--- src/hdl/tcpq_pkg.sv ---
// shared types and constants for the two-class priority queue
`default_nettype none
package tcpq_pkg;

  // default sizes
  localparam int CAPACITY_DEF    = 8;
  localparam int VALUE_WIDTH_DEF = 16;
  localparam int CAPACITY_MAX    = 64;

  // threshold register
  localparam int          THRESH_WIDTH = 16;
  localparam logic [15:0] THRESH_RESET = 16'd60;

  // slot position carried to the cells, wide enough for any capacity
  localparam int POS_W = $clog2(CAPACITY_MAX + 1);

  // command codes
  typedef enum logic {
    CMD_ENQ = 1'b0,
    CMD_DEQ = 1'b1
  } cmd_t;

  // status codes
  typedef enum logic [1:0] {
    ST_DONE  = 2'd0,
    ST_FULL  = 2'd1,
    ST_EMPTY = 2'd2
  } status_t;

  // per-cycle operation broadcast along the row of cells
  typedef enum logic [1:0] {
    CELL_HOLD   = 2'd0,
    CELL_SHIFT  = 2'd1,
    CELL_INSERT = 2'd2
  } cell_op_t;

  typedef struct packed {
    cell_op_t         op;
    logic [POS_W-1:0] pos;
  } cell_ctl_t;

endpackage
`default_nettype wire

--- src/hdl/tcpq_cell.sv ---
// one slot of the queue: holds a value, takes from a neighbor or a new value
`default_nettype none
module tcpq_cell #(
  parameter int INDEX       = 0,
  parameter int VALUE_WIDTH = tcpq_pkg::VALUE_WIDTH_DEF
) (
  input  wire logic                   clk,
  input  wire tcpq_pkg::cell_ctl_t    ctl,
  input  wire logic [VALUE_WIDTH-1:0] new_value,
  input  wire logic [VALUE_WIDTH-1:0] prev_value,
  input  wire logic [VALUE_WIDTH-1:0] next_value,
  output logic      [VALUE_WIDTH-1:0] value
);
  import tcpq_pkg::*;

  localparam logic [POS_W-1:0] MY_POS = POS_W'(INDEX);

  logic [VALUE_WIDTH-1:0] value_next;

  // shift moves each slot one step toward the head; insert opens a gap at pos by moving later slots one step back
  always_comb begin
    value_next = value;
    unique case (ctl.op)
      CELL_SHIFT: value_next = next_value;
      CELL_INSERT: begin
        if (ctl.pos == MY_POS) begin
          value_next = new_value;
        end else if (MY_POS > ctl.pos) begin
          value_next = prev_value;
        end
      end
      default: value_next = value;
    endcase
  end

  // payload register, no reset needed
  always_ff @(posedge clk) begin
    value <= value_next;
  end

endmodule
`default_nettype wire

--- src/hdl/two_class_priority_queue_top.sv ---
// Two-class priority queue: the result beat follows in the cycle after the accepted beat.
// Throughput one operation per cycle while the output is not stalled; the count update and the one-step
// move through the row of slot cells both finish in the accepting cycle.
// Reset clears the item and high-priority counts and the output valid, and
// loads the threshold with 60; slot contents stay undefined until written.
`default_nettype none
module two_class_priority_queue_top #(
  parameter int CAPACITY    = tcpq_pkg::CAPACITY_DEF,
  parameter int VALUE_WIDTH = tcpq_pkg::VALUE_WIDTH_DEF
) (
  input  wire logic                              clk,
  input  wire logic                              rst,
  // configuration
  input  wire logic                              cfg_wr_en,
  input  wire logic [tcpq_pkg::THRESH_WIDTH-1:0] cfg_wr_data,
  // input channel
  input  wire logic                              in_valid,
  output logic                                   in_stall,
  input  wire logic                              cmd,
  input  wire logic [VALUE_WIDTH-1:0]            item_value,
  // output channel
  output logic                                   out_valid,
  input  wire logic                              out_stall,
  output logic [1:0]                             status,
  output logic [VALUE_WIDTH-1:0]                 removed_value,
  output logic [$clog2(CAPACITY+1)-1:0]          occupancy
);
  import tcpq_pkg::*;

  localparam int CNT_W = $clog2(CAPACITY + 1);
  localparam int CMP_W = (VALUE_WIDTH > THRESH_WIDTH) ? VALUE_WIDTH : THRESH_WIDTH;
  localparam logic [CNT_W-1:0] CAP_CNT = CNT_W'(CAPACITY);

  logic [THRESH_WIDTH-1:0] threshold;
  logic [CNT_W-1:0]        item_count, item_count_next;
  logic [CNT_W-1:0]        high_count, high_count_next;
  logic                    accept;
  logic                    is_full, is_empty, is_high;
  logic [VALUE_WIDTH-1:0]  masked_value;
  cell_ctl_t               ctl;
  status_t                 status_next;
  logic [VALUE_WIDTH-1:0]  removed_next;
  logic [VALUE_WIDTH-1:0]  slot_value [CAPACITY];

  // handshake: the output register parts the two sides
  assign in_stall = out_valid && out_stall;
  assign accept   = in_valid && !in_stall;

  // stored values are limited to the low 16 bits
  always_comb begin
    masked_value = item_value;
    if (VALUE_WIDTH > THRESH_WIDTH) begin
      masked_value = item_value & VALUE_WIDTH'({THRESH_WIDTH{1'b1}});
    end
  end

  assign is_full  = (item_count == CAP_CNT);
  assign is_empty = (item_count == '0);
  assign is_high  = (CMP_W'(masked_value) >= CMP_W'(threshold));

  // decode the operation and the count updates
  always_comb begin
    ctl.op          = CELL_HOLD;
    ctl.pos         = '0;
    status_next     = ST_DONE;
    removed_next    = '0;
    item_count_next = item_count;
    high_count_next = high_count;
    if (accept) begin
      unique case (cmd_t'(cmd))
        CMD_ENQ: begin
          if (is_full) begin
            status_next = ST_FULL;
          end else begin
            ctl.op          = CELL_INSERT;
            item_count_next = item_count + CNT_W'(1);
            if (is_high) begin
              ctl.pos         = POS_W'(high_count);
              high_count_next = high_count + CNT_W'(1);
            end else begin
              ctl.pos = POS_W'(item_count);
            end
          end
        end
        CMD_DEQ: begin
          if (is_empty) begin
            status_next = ST_EMPTY;
          end else begin
            ctl.op          = CELL_SHIFT;
            removed_next    = slot_value[0];
            item_count_next = item_count - CNT_W'(1);
            if (high_count != '0) begin
              high_count_next = high_count - CNT_W'(1);
            end
          end
        end
        default: ctl.op = CELL_HOLD;
      endcase
    end
  end

  // row of slot cells, head at index 0
  for (genvar i = 0; i < CAPACITY; i++) begin : g_cell
    logic [VALUE_WIDTH-1:0] prev_v, next_v;
    if (i == 0) begin : g_first
      assign prev_v = slot_value[i];
    end else begin : g_mid_prev
      assign prev_v = slot_value[i-1];
    end
    if (i == CAPACITY - 1) begin : g_last
      assign next_v = slot_value[i];
    end else begin : g_mid_next
      assign next_v = slot_value[i+1];
    end
    tcpq_cell #(
      .INDEX       (i),
      .VALUE_WIDTH (VALUE_WIDTH)
    ) u_cell (
      .clk        (clk),
      .ctl        (ctl),
      .new_value  (masked_value),
      .prev_value (prev_v),
      .next_value (next_v),
      .value      (slot_value[i])
    );
  end

  // threshold register
  always_ff @(posedge clk) begin
    if (rst) begin
      threshold <= THRESH_RESET;
    end else if (cfg_wr_en) begin
      threshold <= cfg_wr_data;
    end
  end

  // counts
  always_ff @(posedge clk) begin
    if (rst) begin
      item_count <= '0;
      high_count <= '0;
    end else begin
      item_count <= item_count_next;
      high_count <= high_count_next;
    end
  end

  // output beat register
  always_ff @(posedge clk) begin
    if (rst) begin
      out_valid <= 1'b0;
    end else if (accept) begin
      out_valid <= 1'b1;
    end else if (!out_stall) begin
      out_valid <= 1'b0;
    end
  end

  always_ff @(posedge clk) begin
    if (accept) begin
      status        <= status_next;
      removed_value <= removed_next;
      occupancy     <= item_count_next;
    end
  end

  // checks
  a_high_le_count: assert property (@(posedge clk) disable iff (rst)
    high_count <= item_count) else $error("high count exceeds item count");

  a_count_le_cap: assert property (@(posedge clk) disable iff (rst)
    item_count <= CAP_CNT) else $error("item count exceeds capacity");

  a_occ_tracks: assert property (@(posedge clk) disable iff (rst)
    accept |=> (occupancy == item_count))
    else $error("occupancy does not match count");

  a_full_holds: assert property (@(posedge clk) disable iff (rst)
    (accept && cmd == CMD_ENQ && is_full) |=> (item_count == $past(item_count)))
    else $error("rejected enqueue changed count");

endmodule
`default_nettype wire
--- config.mk ---
export PLATFORM = sky130hd
export DESIGN_NAME = two_class_priority_queue_top
export DESIGN_NICKNAME = d
export VERILOG_FILES = /design/src/hdl/tcpq_pkg.sv /design/src/hdl/tcpq_cell.sv /design/src/hdl/two_class_priority_queue_top.sv
export SDC_FILE = /design/constraint.sdc
export NUM_CORES = 1
export LEC_CHECK = 0
export ABC_AREA = 1
export BUFFER_PORTS_ARGS = -buffer_cell sky130_fd_sc_hd__buf_2
export CAP_MARGIN = 10
export CORE_ASPECT_RATIO = 1.2
export CORE_UTILIZATION = 60
export CTS_BUF_LIST = sky130_fd_sc_hd__clkbuf_4
export DETAILED_ROUTE_END_ITERATION = 16
export HOLD_SLACK_MARGIN = 0.03
export MAX_ROUTING_LAYER = met4
export PLACE_DENSITY_LB_ADDON = 0.12
export SETUP_SLACK_MARGIN = 0.05
export SLEW_MARGIN = 20
export SYNTH_ARGS = -nofsm -noshare
export SYNTH_HDL_FRONTEND = slang
export SYNTH_SLANG_ARGS = --single-unit
--- constraint.sdc ---
create_clock -name clk -period 4.1 [get_ports clk]
set_input_delay 0.205 -clock clk [delete_from_list [all_inputs] [get_ports clk]]
set_output_delay 0.205 -clock clk [all_outputs]
set_load 0.01 [all_outputs]
==> results.json <==
{
  "run_status": "complete, no violations",
  "route.met3.wl_mm": 1.36,
  "combinational_fraction_of_design_power": 0.209,
  "global_route_wire_length_before_repair_mm": 36.0,
  "die_height_um": 139,
  "yosys-top-cells-area": "edfxtp_1 48%, nand2_1 16%, nand3_1 7.5%",
  "setup-violations-final": 0,
  "crit_required_ps": 4510,
  "holdPathEnd": "g_cell[0].u_cell.value[7]",
  "dp_hpwl_mm": 15.5,
  "synth_nets": 1184,
  "timing.critical_path.fanout_max": 59,
  "final.period_utilization": 0.774,
  "synth_top_cell_by_area": "edfxtp_1",
  "grt_pass1_vias": 7078,
  "clock_sink_count": 175,
  "place.port_buffers": 61,
  "num-fill-cells": 1254,
  "worst_skew_pair.late_latency_ps": 590,
  "crit_path_max_incr_delay_ps": 570,
  "hp-class": "in2reg",
  "routedLengthMet1_mm": 9.70,
  "leakage_power_figure_nw": 4.99,
  "postSynthRegisterBits": 175,
  "groute.usage.overall": 0.300,
  "post-cts-setup-buffers": 0,
  "p_sw_frac": 0.301,
  "ant_nets": 0,
  "nNetsFinal": 1269,
  "number_of_synthesized_flops_with_an_enable_pin": 150,
  "per_instance_average_area_after_synthesis_sq_um": 8.35,
  "die_area_sq_um": 16100,
  "finalCriticalPeriod_ps": 3170,
  "critPathMostFrequentCell": "nor2_1",
  "highest_layer": "met4",
  "detail_route.drc_violations": 0,
  "cp_cell_sequence": "inv_1, ha_1, nand2_1, nor2_1, nor2_1, inv_2, nor2_1, inv_1, ha_4, inv_2, buf_4, nand2_1, o21ai_0",
  "regArea_sq_um": 5000,
  "critical_path.n_buffers_inverters": 5,
  "drt_pre_antenna_iters": 5,
  "sequentialPowerShare": 0.534,
  "largest_buffer_count_on_any_clock_path": 2,
  "maximum_number_of_pins_on_one_net_before_global_route_repair": 60,
  "syn_inst": 1123,
  "clock_skew_ps": 17.9,
  "number_of_antenna_violations_at_the_first_check_in_global_routing": 1,
  "clockRootBuffer": "clkbuf_4",
  "regToRegStartpoint": "item_count[0]",
  "number_of_cells_traversed_by_the_worst_register_to_register_path": 13,
  "first_iter_violations": 671,
  "cts_buffers": 17,
  "wl_mm": 22.4,
  "detailed_place.area_sq_um": 9850,
  "setup.worst_path.end_class": "flop",
  "worst_path_max_delay_cell": "buf_4",
  "grt.overflow.total": 0,
  "finalWeightedCongestion": 0.912,
  "max-vdd-ir-drop_mv": 0.229,
  "finish.instance_area_sq_um": 10600,
  "rsz0062_at_grt": "false",
  "total_negative_slack_for_setup_checks_ps": 0,
  "pwr-share-clk": 0.257,
  "layout_overhead_on_the_synthesized_area_pct": 12.8,
  "synth.top_cell.area_share": 0.480,
  "worstSetupPathType": "reg2reg",
  "route.met2.wl_mm": 10.8,
  "worst_setup_path_startpoint": "item_count[0]",
  "synth-main-ff-cell": "edfxtp_1",
  "floorplan.core_area_sq_um": 15100,
  "drv_slew": 0,
  "critical_path.startpoint_type": "flop",
  "hold-path-cell-count": 3,
  "post_synth_num_cell_types": 38,
  "power_switching_mw": 1.29,
  "cts_tree": "yes",
  "layout.cells.most_common": "nand2_1",
  "timing.reg2reg.setup_slack_ps": 930,
  "max_clock_freq_ghz": 0.315,
  "wl_per_cell_um": 15.7,
  "synthArstFlopShare": 0,
  "boundaryPins": 62,
  "slew-limit-headroom": 0.588,
  "synthesis.yosys.warnings": 0,
  "timing.critical_path.max_delay_family": "buffers and inverters",
  "rows": 49,
  "routed_via_density": 5.36,
  "area_of_the_multi_input_gates_sq_um": 3600,
  "final_layout_size_suffix_gt1_frac": 0.121,
  "number_of_levels_in_the_clock_h_tree": 4,
  "clk_transition_reported_paths_ps": 140,
  "power_per_cell_area_nw_per_um2": 406,
  "crit_arrival_ps": 3580,
  "yosysSeqAreaShare": 0.534,
  "final_cell_mix": "390 x nand2_1, 150 x edfxtp_1, 140 x nand3_1",
  "netlist_area_sq_um": 9380,
  "max_cap_viol_count": 0,
  "tightestPinTransition_ps": 618,
  "initial_core_util": 0.619,
  "r2r-end": "g_cell[5].u_cell.value[10]",
  "final-hold-violation-count": 0,
  "intPower_mw": 3.00,
  "worst_hold_startpoint": "item_value[7]",
  "fp.dieW_um": 116,
  "vias": 7644
}
## power by group through the flow
stage	logic [mW]	clock network (mW)	registers, mW
floorplan	0.602	0	2.33
global placement	0.836	0	2.33
detailed placement	0.854	0	2.33
CTS	0.889	1.12	2.29
global route	1.01	1.18	2.31
finish	0.899	1.10	2.29
## metal layers
| metal | vias to the layer above | GRT usage |
|---|---|---|
| met2 | 303 | 0.472 |
| li1 | 3827 | - |
| met5 | - | - |
| met1 | 3485 | 0.392 |
| met3 | 29 | 0.0520 |
| met4 | 0 | 0.0985 |
## sequential cells by signal, indices dropped and copies added, names as in the netlist
name and cells:
item_count 4, removed_value 16, out_valid 1, threshold 16, occupancy 4, status 2
g_cell.u_cell.value 128, high_count 4
## synth_stat cells (2+ instances only)
master	n
clkbuf_1	25
a21oi_1	50
dfxtp_1	25
nand2_1	390
nand3_1	140
nor2_1	33
nand2_4	5
buf_2	20
edfxtp_1	150
nand4_1	2
o21ai_0	51
ha_1	22
nor2_8	4
inv_2	12
nor2_4	4
nand2_2	7
buf_1	5
nand3_4	2
inv_1	136
o21ai_1	21
xor2_1	2
## cells by family (layout without fill, tap and decap cells)
group                      count (synthesis)  after routing  share of synthesized area
DFF                                      175            175                      0.534
AOI/OAI and AO/OA                        128            128                     0.0699
other                                      0              1                          0
buffers and inverters                    201            299                     0.0843
and+or+nand+nor                          593            593                      0.278
xor gates and xnor gates                   3              3                    0.00280
adders and majority gates                 23             23                     0.0315
## per-stage QoR
stage | setup slack (ps) | cells | util | power [mW] | hold WS (ps)
2_1_floorplan | 296 | 1123 | - | 2.93 | 331
3_3_place_gp | 1170 | 1353 | 0.651 | 3.16 | 419
3_5_place_dp | 1030 | 1353 | 0.651 | 3.19 | 429
4_1_cts | 991 | 1425 | 0.698 | 4.30 | 46.5
5_1_grt | 671 | 1426 | 0.699 | 4.50 | 32.4
6_report | 927 | 1426 | 0.699 | 4.29 | 79.0
## worst max-delay path by stage
stage | end | slack [ps] | depth (start not counted)
6_report | g_cell[5].u_cell.value[10] | 930 | 13
5_1_grt | g_cell[5].u_cell.value[10] | 670 | 13
4_1_cts | g_cell[5].u_cell.value[10] | 990 | 13
3_5_place_dp | g_cell[5].u_cell.value[10] | 1030 | 13
3_3_place_gp | g_cell[7].u_cell.value[8] | 1170 | 13
2_1_floorplan | g_cell[0].u_cell.value[0] | 300 | 10
## worst register-to-register path, stage by stage (launching register included)
cell     delay (ps)
dfxtp_1         360
inv_1           100
ha_1            230
nand2_1          90
nor2_1           50
nor2_1          140
inv_2           150
nor2_1          270
inv_1           120
ha_4            290
inv_2           300
buf_4           580
nand2_1         170
o21ai_0         150
## final cells by class
| type | count | area share |
|---|---|---|
| multi-input combinational | 747 | 0.341 |
| clock inverter | 14 | 0.0176 |
| tap | 204 | 0.0241 |
| timing repair buffer | 118 | 0.0788 |
| antenna | 1 | 0.000237 |
| inverter | 149 | 0.0529 |
| clock buffer | 18 | 0.0128 |
| sequential | 175 | 0.473 |
## timing repair
action | CTS | global route
gates resized for setup | 0 | 0
endpoints found under the setup margin | 0 | 0
endpoints found under the hold margin | 32 | 0
hold buffers | 40 | 0
Power figures use the tool's default switching activity.
